**src/rtl/core/spr_tile_pkg.sv**
```systemverilog
// Shared types and constants for the sprite entry to tile command expander.
// No dependencies; every other file in rtl/core imports this package.
`timescale 1ns / 1ps

package spr_tile_pkg;

	// Field positions in the Y attribute word
	localparam int unsigned AY_FLASH_BIT = 12;
	localparam int unsigned AY_FLIPX_BIT = 13;
	localparam int unsigned AY_FLIPY_BIT = 14;

	// Position limits of the sprite list format
	localparam logic [8:0]         X_WRAP_LIMIT = 9'd320;  // raw x at or above wraps left
	localparam logic signed [10:0] X_ORIGIN     = 11'sd304;
	localparam logic signed [10:0] Y_ORIGIN     = 11'sd240;
	localparam logic signed [10:0] X_VISIBLE    = 11'sd320;
	localparam logic signed [10:0] X_WRAP_SPAN  = 11'sd512;

	// Width of the tile row index inside a column (up to eight rows)
	localparam int unsigned ROW_W = 3;

	// One classified entry, handed from the front end to the expander
	typedef struct packed {
		logic [15:0]      code_base;  // code with the row bits forced
		logic             code_up;    // codes ascend with the row index
		logic [ROW_W-1:0] rows_m;     // highest row index
		logic [4:0]       colour;
		logic             flip_x;
		logic             flip_y;
		logic [9:0]       pos_x;
		logic [9:0]       pos_y;      // y of row zero
		logic             y_up;       // rows step down the screen
	} entry_t;

endpackage

```
**src/rtl/core/spr_tile_front.sv**
```systemverilog
// Front end: accepts sprite entries, drops the ones that draw nothing and
// precomputes per-entry fields. Depends on spr_tile_pkg.
`timescale 1ns / 1ps

module spr_tile_front (
	input  logic                 clk,
	input  logic                 arst_n,
	input  logic                 screen_flipped,
	input  logic                 push,
	output logic                 full,
	input  logic [15:0]          attr_word_y,
	input  logic [15:0]          tile_word,
	input  logic [15:0]          attr_word_x,
	input  logic                 frame_odd,
	input  logic                 q_full,
	output logic                 q_push,
	output spr_tile_pkg::entry_t q_entry
);
	import spr_tile_pkg::*;

	logic               valid_s1;
	entry_t             entry_s1;
	logic               take;
	logic               keep;
	logic [1:0]         height;
	logic [ROW_W-1:0]   rows_m;
	logic [15:0]        mask16;
	logic signed [10:0] xs;
	logic signed [10:0] ys;
	logic signed [10:0] xm;
	logic signed [10:0] ym;
	logic               fy_raw;
	entry_t             entry_d;

	// Decode and classify the incoming word
	always_comb begin
		height = attr_word_y[10:9];
		case (height)
			2'd0:    rows_m = ROW_W'(0);
			2'd1:    rows_m = ROW_W'(1);
			2'd2:    rows_m = ROW_W'(3);
			default: rows_m = ROW_W'(7);
		endcase
		mask16 = {{(16 - ROW_W){1'b0}}, rows_m};
		fy_raw = attr_word_y[AY_FLIPY_BIT];

		// Signed positions: x wraps at 320, y is a 9-bit two's complement
		xs = {2'b00, attr_word_x[8:0]};
		if (attr_word_x[8:0] >= X_WRAP_LIMIT) begin
			xs = xs - X_WRAP_SPAN;
		end
		ys = {{2{attr_word_y[8]}}, attr_word_y[8:0]};
		xm = X_ORIGIN - xs;
		ym = Y_ORIGIN - ys;

		keep = (tile_word != 16'd0)
			&& !(attr_word_y[AY_FLASH_BIT] && frame_odd)
			&& !(xm > X_VISIBLE);

		entry_d.code_base = fy_raw ? (tile_word & ~mask16) : (tile_word | mask16);
		entry_d.code_up   = fy_raw;
		entry_d.rows_m    = rows_m;
		entry_d.colour    = attr_word_x[13:9];
		entry_d.flip_x    = attr_word_y[AY_FLIPX_BIT] ^ screen_flipped;
		entry_d.flip_y    = fy_raw ^ screen_flipped;
		entry_d.pos_x     = screen_flipped ? xs[9:0] : xm[9:0];
		entry_d.pos_y     = screen_flipped ? ys[9:0] : ym[9:0];
		entry_d.y_up      = screen_flipped;
	end

	assign full = valid_s1 && q_full;
	assign take = push && !full;

	// Hold the classified word until the queue takes it
	always_ff @(posedge clk or negedge arst_n) begin
		if (!arst_n) begin
			valid_s1 <= 1'b0;
		end else if (take) begin
			valid_s1 <= keep;
		end else if (valid_s1 && !q_full) begin
			valid_s1 <= 1'b0;
		end
	end

	always_ff @(posedge clk) begin
		if (take) begin
			entry_s1 <= entry_d;
		end
	end

	assign q_push  = valid_s1;
	assign q_entry = entry_s1;

endmodule

```
**src/rtl/core/spr_tile_queue.sv**
```systemverilog
// Short queue of classified entries between the front end and the expander.
// Depends on spr_tile_pkg.
`timescale 1ns / 1ps

module spr_tile_queue #(
	parameter int unsigned DEPTH = 4
) (
	input  logic                 clk,
	input  logic                 arst_n,
	input  logic                 wr_en,
	input  spr_tile_pkg::entry_t wr_data,
	output logic                 q_full,
	input  logic                 rd_en,
	output spr_tile_pkg::entry_t rd_data,
	output logic                 q_empty
);
	import spr_tile_pkg::*;

	localparam int unsigned PW = (DEPTH > 1) ? $clog2(DEPTH) : 1;
	localparam int unsigned CW = $clog2(DEPTH + 1);

	entry_t        slot_q [DEPTH];
	logic [PW-1:0] wr_ptr_q;
	logic [PW-1:0] rd_ptr_q;
	logic [CW-1:0] count_q;
	logic          do_wr;
	logic          do_rd;

	assign q_full  = (count_q == CW'(DEPTH));
	assign q_empty = (count_q == CW'(0));
	assign do_wr   = wr_en && !q_full;
	assign do_rd   = rd_en && !q_empty;
	assign rd_data = slot_q[rd_ptr_q];

	// Store the incoming word
	always_ff @(posedge clk) begin
		if (do_wr) begin
			slot_q[wr_ptr_q] <= wr_data;
		end
	end

	// Advance pointers and occupancy
	always_ff @(posedge clk or negedge arst_n) begin
		if (!arst_n) begin
			wr_ptr_q <= '0;
			rd_ptr_q <= '0;
			count_q  <= '0;
		end else begin
			if (do_wr) begin
				wr_ptr_q <= (wr_ptr_q == PW'(DEPTH - 1)) ? '0 : wr_ptr_q + PW'(1);
			end
			if (do_rd) begin
				rd_ptr_q <= (rd_ptr_q == PW'(DEPTH - 1)) ? '0 : rd_ptr_q + PW'(1);
			end
			if (do_wr && !do_rd) begin
				count_q <= count_q + CW'(1);
			end else if (do_rd && !do_wr) begin
				count_q <= count_q - CW'(1);
			end
		end
	end

endmodule

```
**src/rtl/core/spr_tile_back.sv**
```systemverilog
// Back end: expands the entry at the queue head into one tile command per
// cycle while the output register is free or popped, and holds it there. Depends on spr_tile_pkg.
`timescale 1ns / 1ps

module spr_tile_back (
	input  logic                 clk,
	input  logic                 arst_n,
	input  spr_tile_pkg::entry_t head,
	input  logic                 q_empty,
	output logic                 q_pop,
	output logic                 empty,
	input  logic                 pop,
	output logic [15:0]          draw_code,
	output logic [4:0]           draw_colour,
	output logic                 draw_flip_x,
	output logic                 draw_flip_y,
	output logic signed [9:0]    draw_x,
	output logic signed [9:0]    draw_y,
	output logic                 last_tile
);
	import spr_tile_pkg::*;

	logic             busy_q;
	logic [ROW_W-1:0] row_q;
	logic [ROW_W-1:0] row;
	logic             out_valid_q;
	logic             advance;
	logic             emit;
	logic [15:0]      code_d;
	logic [9:0]       y_off;
	logic [9:0]       y_d;

	assign advance = !out_valid_q || pop;
	assign emit    = advance && !q_empty;
	assign row     = busy_q ? row_q : head.rows_m;
	assign q_pop   = emit && (row == ROW_W'(0));
	assign empty   = !out_valid_q;

	// Form the command for the current row
	always_comb begin
		code_d = head.code_up ? head.code_base + {{(16 - ROW_W){1'b0}}, row}
			: head.code_base - {{(16 - ROW_W){1'b0}}, row};
		y_off  = {{(6 - ROW_W){1'b0}}, row, 4'b0000};
		y_d    = head.y_up ? head.pos_y + y_off : head.pos_y - y_off;
	end

	// Step the row counter down to zero, then release the entry
	always_ff @(posedge clk or negedge arst_n) begin
		if (!arst_n) begin
			busy_q      <= 1'b0;
			row_q       <= '0;
			out_valid_q <= 1'b0;
		end else begin
			if (emit) begin
				busy_q      <= (row != ROW_W'(0));
				row_q       <= row - ROW_W'(1);
				out_valid_q <= 1'b1;
			end else if (pop) begin
				out_valid_q <= 1'b0;
			end
		end
	end

	// Load the output word
	always_ff @(posedge clk) begin
		if (emit) begin
			draw_code   <= code_d;
			draw_colour <= head.colour;
			draw_flip_x <= head.flip_x;
			draw_flip_y <= head.flip_y;
			draw_x      <= head.pos_x;
			draw_y      <= y_d;
			last_tile   <= (row == ROW_W'(0));
		end
	end

endmodule

```
**src/rtl/core/sprite_entry_to_tile_commands_core.sv**
```systemverilog
// Sprite entry to tile command expander, top level.
// Path: a pushed entry passes the front end register, a queue slot and the output register to reach the outputs.
// Throughput: one command per cycle from the expander's row counter while pop keeps the
// output free; an entry of 2^h rows gives 2^h commands (1 to 8); empty or hidden entries never reach the queue.
// Reset: arst_n clears the queue, the front end's valid flag, the row counter and screen_flipped to 0.
`timescale 1ns / 1ps

module sprite_entry_to_tile_commands_core #(
	parameter int unsigned QUEUE_DEPTH = 4
) (
	input  logic              clk,
	input  logic              arst_n,
	input  logic              cfg_valid,
	output logic              cfg_ready,
	input  logic              cfg_data,
	input  logic              push,
	output logic              full,
	input  logic [15:0]       attr_word_y,
	input  logic [15:0]       tile_word,
	input  logic [15:0]       attr_word_x,
	input  logic              frame_odd,
	output logic              empty,
	input  logic              pop,
	output logic [15:0]       draw_code,
	output logic [4:0]        draw_colour,
	output logic              draw_flip_x,
	output logic              draw_flip_y,
	output logic signed [9:0] draw_x,
	output logic signed [9:0] draw_y,
	output logic              last_tile
);
	import spr_tile_pkg::*;

	logic   screen_flipped_q;
	logic   q_push;
	logic   q_full;
	logic   q_pop;
	logic   q_empty;
	entry_t q_in;
	entry_t q_head;

	assign cfg_ready = 1'b1;

	// Hold the screen flip setting
	always_ff @(posedge clk or negedge arst_n) begin
		if (!arst_n) begin
			screen_flipped_q <= 1'b0;
		end else if (cfg_valid && cfg_ready) begin
			screen_flipped_q <= cfg_data;
		end
	end

	spr_tile_front u_front (
		.clk            (clk),
		.arst_n         (arst_n),
		.screen_flipped (screen_flipped_q),
		.push           (push),
		.full           (full),
		.attr_word_y    (attr_word_y),
		.tile_word      (tile_word),
		.attr_word_x    (attr_word_x),
		.frame_odd      (frame_odd),
		.q_full         (q_full),
		.q_push         (q_push),
		.q_entry        (q_in)
	);

	spr_tile_queue #(
		.DEPTH (QUEUE_DEPTH)
	) u_queue (
		.clk     (clk),
		.arst_n  (arst_n),
		.wr_en   (q_push),
		.wr_data (q_in),
		.q_full  (q_full),
		.rd_en   (q_pop),
		.rd_data (q_head),
		.q_empty (q_empty)
	);

	spr_tile_back u_back (
		.clk         (clk),
		.arst_n      (arst_n),
		.head        (q_head),
		.q_empty     (q_empty),
		.q_pop       (q_pop),
		.empty       (empty),
		.pop         (pop),
		.draw_code   (draw_code),
		.draw_colour (draw_colour),
		.draw_flip_x (draw_flip_x),
		.draw_flip_y (draw_flip_y),
		.draw_x      (draw_x),
		.draw_y      (draw_y),
		.last_tile   (last_tile)
	);

endmodule
```
**config.mk**
```make
export PLATFORM = sky130hd
export DESIGN_NAME = sprite_entry_to_tile_commands_core
export DESIGN_NICKNAME = d
export VERILOG_FILES = /design/src/rtl/core/spr_tile_pkg.sv /design/src/rtl/core/spr_tile_front.sv /design/src/rtl/core/spr_tile_queue.sv /design/src/rtl/core/spr_tile_back.sv /design/src/rtl/core/sprite_entry_to_tile_commands_core.sv
export SDC_FILE = /design/constraint.sdc
export NUM_CORES = 1
export LEC_CHECK = 0
export BUFFER_PORTS_ARGS = -buffer_cell sky130_fd_sc_hd__buf_2
export CAP_MARGIN = 15
export CORE_MARGIN = 3
export CORE_UTILIZATION = 55
export DETAILED_ROUTE_END_ITERATION = 8
export GPL_ROUTABILITY_DRIVEN = 0
export PLACE_DENSITY = 0.7
export SYNTH_ARGS = -nofsm -noshare
export SYNTH_HDL_FRONTEND = slang
export SYNTH_SLANG_ARGS = --single-unit
export TNS_END_PERCENT = 1
```
**constraint.sdc**
```tcl
create_clock -name clk -period 5 [get_ports clk]
set_input_delay 1 -clock clk [delete_from_list [all_inputs] [get_ports clk]]
set_output_delay 1 -clock clk [all_outputs]
set_load 0.005 [all_outputs]
```
**Word-level counts from Yosys, hierarchy flattened**

Memory sizes are Yosys's and may differ from the RTL's.
Cells that the tools add are included.

- Register bits after elaboration: 106
- Latch bits: 0
- RAM bits: 192
- ROM bits: 0
- Input bits: 55
- Output and inout bits: 47
- Logic and storage cells: 95
- Memories kept: 1

- $add $sub $neg: 12
- Multipliers: 0
- Divide/modulo/power cells: 0
- Order comparisons: 2
- Equality and inequality tests: 5
- Shifts and indexed selects: 0
- Mux-type cells: 18
- Bitwise operators: 5
- Reductions and logical operators: 28

Memories:

| name | words | bits a word | rd ports | clocked after Yosys merged registers in | write ports | RTL line | text |
|---|---|---|---|---|---|---|---|
| u_queue.slot_q | 4 | 48 | 1 | 0 | 1 | spr_tile_queue.sv:22 | `entry_t slot_q [DEPTH];` |

Operators with widths:

| cell | count |
|---|---|
| $mux 16 | 2 |
| $mux 10 | 3 |
| $add 16x3->16 | 1 |
| $and 16x16->16 | 1 |
| $not 3->16 | 1 |
| $or 16x3->16 | 1 |
| $reduce_bool 16->1 | 1 |
| $sub 16x3->16 | 1 |
| $gt 11x10->1 const B | 1 |
| $logic_and 1x1->1 | 11 |
| $mux 11 | 1 |
| $sub 10x11->11 const A | 1 |
| $sub 9x10->11 const B | 1 |
| $add 10x7->10 | 1 |
| $sub 10x7->10 | 1 |
| $sub 9x9->10 const A | 1 |
| $ge 9x9->1 const B | 1 |
| $mux 3 | 3 |
| $pmux 3 s3 | 1 |
| $logic_not 1->1 | 8 |
| $eq 2x2->1 const B | 3 |
| $logic_not 3->1 | 2 |
| $mux 1 | 6 |
| $reduce_bool 2->1 | 3 |
| other kinds (10) | 14 |

**Logic depth before layout (Yosys ltp)**

Gate-level depths: netlist of run 1.

- Depth in word-level cells: 8
- Depth in mapped cells: 15
- Mapped depth without buffers: 14

**Modules after synthesis**

From an unflattened synthesis of run 1, not the netlist that was laid out.

- Cell total of the unflattened synthesis: 713
- Area, all modules: 12,433.2 um^2

By module, submodules not included:

| module | times used | cells each | area each (um^2) | seq. area each (um^2) |
|---|---|---|---|---|
| spr_tile_queue | 1 | 288 | 7,354.6 | 5,940.7 |
| spr_tile_back | 1 | 269 | 2,909.0 | 1,446.4 |
| spr_tile_front | 1 | 152 | 2,118.3 | 1,466.4 |
| sprite_entry_to_tile_commands_core | 1 | 4 | 51.3 | 25.0 |

**Worst setup path after synthesis of run 1**

OpenSTA, ideal clock, no wires.

- Path type: input -> register
- Start point: input pop
- End point: register u_queue.count_q[1]
- Library setup time: 125 ps
- Arrival: 3,793 ps
- Required time: 4,875 ps
- Setup slack: 1,082 ps
- Cell stages on the path: 7
- Buffers on the path: 0
- Cell sequence: inv_1 a21oi_2 nand2_1 ha_1 inv_1 fa_1 mux2_2

- Word-level cells in the longest chain between the ends: 7
- Elaborated cells on any way between the ends: 9
- Those cells by class: mux (1); reduce/logical (8)

Ends and longest elaborated chain:

| item | RTL line | text |
|---|---|---|
| start: declaration | sprite_entry_to_tile_commands_core.sv:23 | `input logic pop,` |
| $logic_or 1x1->1 * | spr_tile_back.sv:33 | `assign advance = !out_valid_q \|\| pop;` |
| $logic_and 1x1->1 * | spr_tile_back.sv:34 | `assign emit = advance && !q_empty;` |
| named net u_back.emit | spr_tile_back.sv:28 | `logic emit;` |
| $logic_and 1x1->1 * | spr_tile_back.sv:36 | `assign q_pop = emit && (row == ROW_W'(0));` |
| $logic_and 1x1->1 * | spr_tile_queue.sv:32 | `assign do_rd = rd_en && !q_empty;` |
| $logic_not 1->1 | spr_tile_queue.sv:55 | `if (do_wr && !do_rd) begin` |
| $logic_and 1x1->1 | spr_tile_queue.sv:55 |  |
| $mux 3 / $reduce_bool 2->1 (equally long branches) | n/a |  |
| end signal: assignment | spr_tile_queue.sv:56 | `count_q <= count_q + CW'(1);` |
| end signal: assignment | spr_tile_queue.sv:58 | `count_q <= count_q - CW'(1);` |
| end: declaration | spr_tile_queue.sv:25 | `logic [CW-1:0] count_q;` |

Mark *: on every way through the listed nets, which the timed path passes. The rest lies on a longest branch.
A chain may end at the register's enable or synchronous reset.

**Worst setup path after layout of run 1**

- Start point: register u_queue.rd_ptr_q[0]
- End point: register u_back.draw_code[14], data pin

- Word-level cells in the longest chain between the ends: 4
- Elaborated cells on any way between the ends: 5
- Those cells by class: add/sub (2); mux (2); memory (1)

Ends and longest elaborated chain:

| item | RTL line | text |
|---|---|---|
| start: declaration | spr_tile_queue.sv:24 | `logic [PW-1:0] rd_ptr_q;` |
| start signal: assignment | spr_tile_queue.sv:53 | `rd_ptr_q <= (rd_ptr_q == PW'(DEPTH - 1)) ? '0 : rd_ptr_q + PW'(1);` |
| $mem_v2 4x48 * | n/a |  |
| $mux 3 | spr_tile_back.sv:35 | `assign row = busy_q ? row_q : head.rows_m;` |
| $sub 16x3->16 / $add 16x3->16 (equally long branches) | spr_tile_back.sv:42, spr_tile_back.sv:41 |  |
| $mux 16 * | spr_tile_back.sv:41 | `code_d = head.code_up ? head.code_base + {{(16 - ROW_W){1'b0}}, row}` |
| named net u_back.code_d[14] | spr_tile_back.sv:29 | `logic [15:0] code_d;` |
| end signal: assignment | spr_tile_back.sv:67 | `draw_code <= code_d;` |
| end: declaration | spr_tile_back.sv:13 | `output logic [15:0] draw_code,` |

Marks and branches as above.

==> results of run 1 <==
## path summary, 6_finish.rpt
path,start,end,slack (ns)
worst max-delay path,u_queue.rd_ptr_q[0],u_back.draw_code[14],0.73
worst min-delay path,arst_n,screen_flipped_q,0.37
worst max register to register,u_queue.rd_ptr_q[0],u_back.draw_code[14],0.73
worst min register to register,u_front.q_entry[35],u_queue.slot_q[0][35],0.49
max in group asynchronous,arst_n,u_queue.rd_ptr_q[0],4.33
min in group clk,u_front.q_entry[35],u_queue.slot_q[0][35],0.49
## placed cells by master (no fill, tap or decap), types with 6 or more instances in the layout
cell type and instances:
buf_4 9, xor2_1 21, inv_1 17, nand2_1 18, mux2i_1 7, dfrtp_1 12, ha_1 31, a21oi_1 20
buf_2 96, nor2_1 35, nor3_1 8, mux4_2 45, o21ai_0 11, clkinv_2 9, xnor2_1 17, mux2_2 6
a21o_1 7, clkbuf_16 29, edfxtp_1 284
## routing by layer
metal  part of all wire [%]  wire [um]
met5                  0.033          7
met4                    1.3        277
met3                    5.8       1250
met2                     51      11100
met1                     41       8910
## cell families (layout without fill, tap and decap cells)
kind of cell,after synthesis,in the layout,synth area share [%]
flip-flops,298,298,74.3
buffers and inverters,35,177,1.27
XOR/XNOR,38,38,2.79
other,1,1,0.0314
AND/OR/NAND/NOR,92,92,3.76
adder cells (fa/ha/maj),34,34,3.75
multiplexers,58,58,9.63
AO/OA/AOI/OAI,79,79,4.48
## state kept, by name (all words and copies together) (netlist names), 2 cells and up
register	count
u_queue.slot_q	192
u_front.q_entry	48
u_queue.count_q	3
u_queue.wr_ptr_q	2
u_back.draw_colour	5
u_back.draw_code	16
u_queue.rd_ptr_q	2
u_back.draw_y	10
u_back.draw_x	10
u_back.row_q	3
## power breakdown
part           switching (mW)  leakage (nW)  internal [mW]
Clock                   0.876         0.480           1.32
Sequential              0.229          2.80           3.46
Combinational            1.56          1.62           1.29
Total                    2.66          4.90           6.07
## layout make-up
class	count	share of cell area, %
Multi-Input combinational cell	302	21.4
Clock inverter	21	1.67
Timing Repair Buffer	105	3.98
Clock buffer	33	5.39
Sequential cell	298	64.6
Tap cell	275	2.50
Inverter	18	0.491
## through the flow
stage / hold WS, ns / total power [mW] / cells / cell area (um2) / setup WS (ns)
after floorplan: 0.459 / 5.77 / 635 / 12000 / 1.08
after global placement: 0.464 / 6.46 / 998 / 12800 / 0.795
after detailed placement: 0.481 / 6.60 / 998 / 12800 / 0.670
after CTS: 0.360 / 8.80 / 1052 / 13800 / 0.646
after global routing: 0.372 / 9.22 / 1052 / 13800 / 0.298
final: 0.373 / 8.73 / 1052 / 13800 / 0.735
## worst register-to-register path: stages (launching register included)
cell and delay, ns:
dfrtp_4 0.78, buf_4 0.54, mux4_2 0.69, nor2_1 0.56, ha_1 0.41, o21a_1 0.13
o21a_1 0.19, a21oi_2 0.19, o211ai_1 0.16, a221oi_2 0.29, xnor2_1 0.09
==> flow_metrics.env, run 1 <==
export IMPL_drive_gt1_share_pct=28.1
export IMPL_utilization_pct=65.0
export IMPL_hp_class="input port to asynchronous set/reset pin"
export IMPL_drtAntennaViolNets=0
export IMPL_wl_per_cell_um=20.4
export IMPL_power_leakage_nw=4.90
export IMPL_cp_max_fo=27
export IMPL_grtUsageMet1_pct=24.6
export IMPL_antenna_found_initial=1
export IMPL_synth_top_area_cell="edfxtp_1"
export IMPL_drt_wl_total_um=21500
export IMPL_slew_headroom_pct=28.2
export IMPL_htreeDepth=1
export IMPL_synth_common_cells="edfxtp_1, mux4_2, nor2_1"
export IMPL_clk_path_buf_depth=3
export IMPL_busiest_layer="met2"
export IMPL_coreArea_um2=21200
export IMPL_cts_resized_gates=0
export IMPL_synth_area_um2=12000
export IMPL_grt_pass1_wl_um=34400
export IMPL_avgSynthCellArea_um2=18.8
export IMPL_cts_setup_buffers=0
export IMPL_worst_setup_path_type="flop to flop"
export IMPL_fin_nets=843
export IMPL_rr_worst_depth=10
export IMPL_required_ns=5.28
export IMPL_setup_violations=0
export IMPL_grt_total_usage_pct=18.4
export IMPL_critPathBufInv=1
export IMPL_grt_max_degree=51
export IMPL_die_area_um2=23500
export IMPL_cts_tree="yes"
export IMPL_cp_top_family="compound AO/OA/AOI/OAI gates"
export IMPL_ys_dominant_reg_cell="edfxtp_1"
export IMPL_outcome="complete, no violations"
export IMPL_ios=102
export IMPL_postSynth_asyncResetShare_pct=4.70
export IMPL_critical_path_arrival_ns=4.55
export IMPL_num_antenna_cells=0
export IMPL_startpoint_type="flop"
export IMPL_clkSinkCount=298
export IMPL_clk_pin_slew_worst_paths_ns=0.06
export IMPL_ys_seq_area_share_pct=74.3
export IMPL_fill_cells=1429
export IMPL_synth_edff_count=284
export IMPL_peakVddDrop_v=0.000327
export IMPL_cp_end_kind="flop"
export IMPL_path_depth=10
export IMPL_cp_cell_sequence="buf_4 > mux4_2 > nor2_1 > ha_1 > o21a_1 > o21a_1 > a21oi_2 > o211ai_1 > a221oi_2 > xnor2_1"
export IMPL_cp_common_cell="o21a_1"
export IMPL_yosysUniqueCellTypes=58
export IMPL_die_w_um=153
export IMPL_synthCells=635
export IMPL_cp_slowest_cell="dfrtp_4"
export IMPL_drcViolationCount=0
export IMPL_regArea_um2=8880
export IMPL_syn_num_nets=724
export IMPL_cts_root_buf="clkbuf_16"
export IMPL_vias=6002
export IMPL_drt_iter0_markers=479
export IMPL_setup_tns_ns=0
export IMPL_synthTopCellsByArea="edfxtp_1, mux4_2, ha_1"
export IMPL_period_needed_ns=4.27
export IMPL_power_density_nw_per_um2=635
export IMPL_tightestPinTransition_ns=1.07
export IMPL_ys_warn_count=0
export IMPL_area_delta_synth_final_pct=15.1
export IMPL_synth_seq_cells=298
export IMPL_start_util_pct=56.5
export IMPL_grt_use_met2_pct=31.9
export IMPL_cpPeakStageDelay_ns=0.78
export IMPL_drtPass1Iterations=5
export IMPL_place_hpwl_um=13700
export IMPL_portBuffers=96
export IMPL_fmax_ghz=0.234
export IMPL_synth_most_common_cell="edfxtp_1"
export IMPL_drv_slew=0
export IMPL_clock_skew_final_ns=0.0102
export IMPL_max_cap_viol_count=0
export IMPL_met3_usage_pct=3.82
export IMPL_rows=53
export IMPL_grt_pass1_vias=6427
export IMPL_post_drt_via_cell_ratio=5.71
export IMPL_insertion_delay_ns=0.53
export IMPL_timing_final_crit_share_pct=85.3
export IMPL_grt_setup_unrepaired="no"
export IMPL_hold_violations=0
export IMPL_cts_buffers=29
export IMPL_ctsHoldBuffers=0
export IMPL_die_h_um=153
export IMPL_yosysTopAreaCellShare_pct=71.4
export IMPL_grt_overflow_total=0
export IMPL_multi_input_area_um2=2940
No activity file was read; power rests on OpenSTA's default activity.
==> inputs of run 2 (changes only) <==
--- a/config.mk
+++ b/config.mk
@@ -7,11 +7,13 @@
 export LEC_CHECK = 0
 export BUFFER_PORTS_ARGS = -buffer_cell sky130_fd_sc_hd__buf_2
 export CAP_MARGIN = 15
+export CELL_PAD_IN_SITES_DETAIL_PLACEMENT = 1
+export CELL_PAD_IN_SITES_GLOBAL_PLACEMENT = 2
 export CORE_MARGIN = 3
-export CORE_UTILIZATION = 55
+export CORE_UTILIZATION = 49
 export DETAILED_ROUTE_END_ITERATION = 8
 export GPL_ROUTABILITY_DRIVEN = 0
-export PLACE_DENSITY = 0.7
+export PLACE_DENSITY = 0.81
 export SYNTH_ARGS = -nofsm -noshare
 export SYNTH_HDL_FRONTEND = slang
 export SYNTH_SLANG_ARGS = --single-unit
==> flow_metrics.env, run 2 (synthesis gave the netlist of run 1 again) <==
export IMPL_switching_share_pct=30.5
export IMPL_largest_reg_flops=192
export IMPL_drt_wl_total_um=23300
export IMPL_drtPass1Iterations=4
export IMPL_worst_setup_path_type="flop to flop"
export IMPL_portBuffers=96
export IMPL_drtAntennaViolNets=0
export IMPL_timing_final_crit_share_pct=84.2
export IMPL_r2r_setup_slack_ns=0.79
export IMPL_setup_tns_ns=0
export IMPL_fmax_ghz=0.238
export IMPL_grt_overflow_total=0
export IMPL_dp_cells=1042
export IMPL_pwr_share_seq_pct=41.7
export IMPL_peakVddDrop_v=0.000311
export IMPL_area_delta_synth_final_pct=15.9
export IMPL_drcViolationCount=0
export IMPL_hold_violations=0
export IMPL_grt_setup_unrepaired="no"
export IMPL_power_density_nw_per_um2=640
export IMPL_outcome="complete, no violations"
export IMPL_post_drt_via_cell_ratio=5.53
export IMPL_htreeDepth=1
export IMPL_regArea_um2=8880
export IMPL_fin_ws_ns=0.790
export IMPL_final_common_cell="edfxtp_1"
export IMPL_place_hpwl_um=15600
export IMPL_cts_tree="yes"
export IMPL_power_leakage_nw=4.92
export IMPL_cp_end_kind="flop"
export IMPL_drv_slew=0
export IMPL_cp_max_fo=23
export IMPL_internal_power_mw=6.17
export IMPL_clk_pin_slew_worst_paths_ns=0.06
export IMPL_start_util_pct=50.3
export IMPL_cts_root_buf="clkbuf_16"
export IMPL_design_area_um2=13900
export IMPL_layout_common_cells="edfxtp_1, buf_2, mux4_2, nor2_1, ha_1"
export IMPL_instances_no_fill=1094
export IMPL_critical_path_arrival_ns=4.49
export IMPL_slew_headroom_pct=30.6
export IMPL_tightestPinTransition_ns=1.04
export IMPL_die_area_um2=26300
export IMPL_cts_setup_buffers=0
export IMPL_grt_pass1_wl_um=36800
export IMPL_coreArea_um2=23800
export IMPL_p_switching_mw=2.70
export IMPL_period_needed_ns=4.21
export IMPL_antenna_found_initial=0
export IMPL_combinationalPowerShare_pct=32.6
export IMPL_post_place_ws_ns=0.773
export IMPL_vias=6050
export IMPL_max_cap_viol_count=0
export IMPL_cts_buffers=29
export IMPL_rows=56
export IMPL_grt_pass1_vias=6639
export IMPL_fill_cells=2143
export IMPL_insertion_delay_ns=0.53
export IMPL_die_h_um=162
export IMPL_setup_violations=0
export IMPL_cts_resized_gates=0
export IMPL_num_antenna_cells=0
export IMPL_clock_skew_final_ns=0.0142
export IMPL_clk_path_buf_depth=3
export IMPL_ios=102
export IMPL_hp_class="input port to asynchronous set/reset pin"
export IMPL_pwr_share_clk_pct=25.7
export IMPL_regMostFlops="u_queue.slot_q"
export IMPL_wl_per_cell_um=21.3
export IMPL_die_w_um=162
export IMPL_grt_total_usage_pct=18.0
export IMPL_ctsHoldBuffers=0
export IMPL_drive_gt1_share_pct=28.5
export IMPL_required_ns=5.28
export IMPL_clkSinkCount=298
export IMPL_grt_max_degree=51
export IMPL_multi_input_area_um2=2940
export IMPL_placed_area_um2=12800
export IMPL_drt_iter0_markers=408
export IMPL_startpoint_type="flop"
export IMPL_fin_nets=843
run 2: cell types whose count changed in the layout (fill, tap and decap cells not counted):
cell       change
bufinv_16      +1
clkinv_1       -5
clkbuf_8       +3
inv_6          -1
run 2: worst paths after layout:
path	start	to	depth (start not counted)
worst max-delay path	u_queue.rd_ptr_q[0]	u_back.draw_code[15]	13
worst min-delay path	arst_n	u_back.out_valid_q	1
worst max register to register	u_queue.rd_ptr_q[0]	u_back.draw_code[15]	13
worst min register to register	u_front.q_entry[31]	u_queue.slot_q[2][31]	0
max in group asynchronous	arst_n	u_queue.rd_ptr_q[0]	1
min in group clk	u_front.q_entry[31]	u_queue.slot_q[2][31]	0
run 2: metrics by stage:
stage	hold slack [ns]	total power [mW]	utilization [%]
final	0.380	8.87	58.3
after global routing	0.378	9.39	58.3
after CTS	0.368	8.98	58.3
after detailed placement	0.485	6.68	54.1
after global placement	0.464	6.51	54.1
after floorplan	0.459	5.77	-
run 2: area by class of cell:
cell class | count | share of cell area (%)
multi-input combinational | 302 | 21.2
inverter | 18 | 0.488
sequential | 298 | 64.1
clock buffer | 36 | 5.64
clock inverter | 16 | 1.68
timing repair buffer | 105 | 3.96
tap | 319 | 2.88
run 2: routing by layer:
layer / routed length (um) / global-route usage (%) / part of all wire, % / vias to the layer above
met3: 820 / 2.45 / 3.5 / 35
met4: 437 / 4.38 / 1.9 / 0
met1: 9610 / 22.9 / 41 / 3141
met5: 0 / 0 / 0 / -
li1: - / - / - / 2751
met2: 12400 / 32.9 / 53 / 123
run 2: power groups by stage:
| stage | clock (mW) | combinational (mW) | sequential [mW] |
|---|---|---|---|
| 2_1_floorplan | 0 | 2.10 | 3.67 |
| 4_1_cts | 2.33 | 2.95 | 3.71 |
| 3_3_place_gp | 0 | 2.79 | 3.72 |
| 6_report | 2.28 | 2.89 | 3.70 |
| 3_5_place_dp | 0 | 2.92 | 3.76 |
| 5_1_grt | 2.43 | 3.21 | 3.75 |
run 2: critical path, cell delays in order (launching register included):
cell and delay, ns:
dfrtp_4 0.68, or2_1 0.34, o221ai_1 0.31, inv_1 0.14
ha_1 0.21, ha_1 0.26, nor2_1 0.46, ha_1 0.30
o211ai_1 0.11, o21ai_1 0.31, o21ai_2 0.11, a211oi_1 0.41
o22ai_1 0.15, xnor2_1 0.15
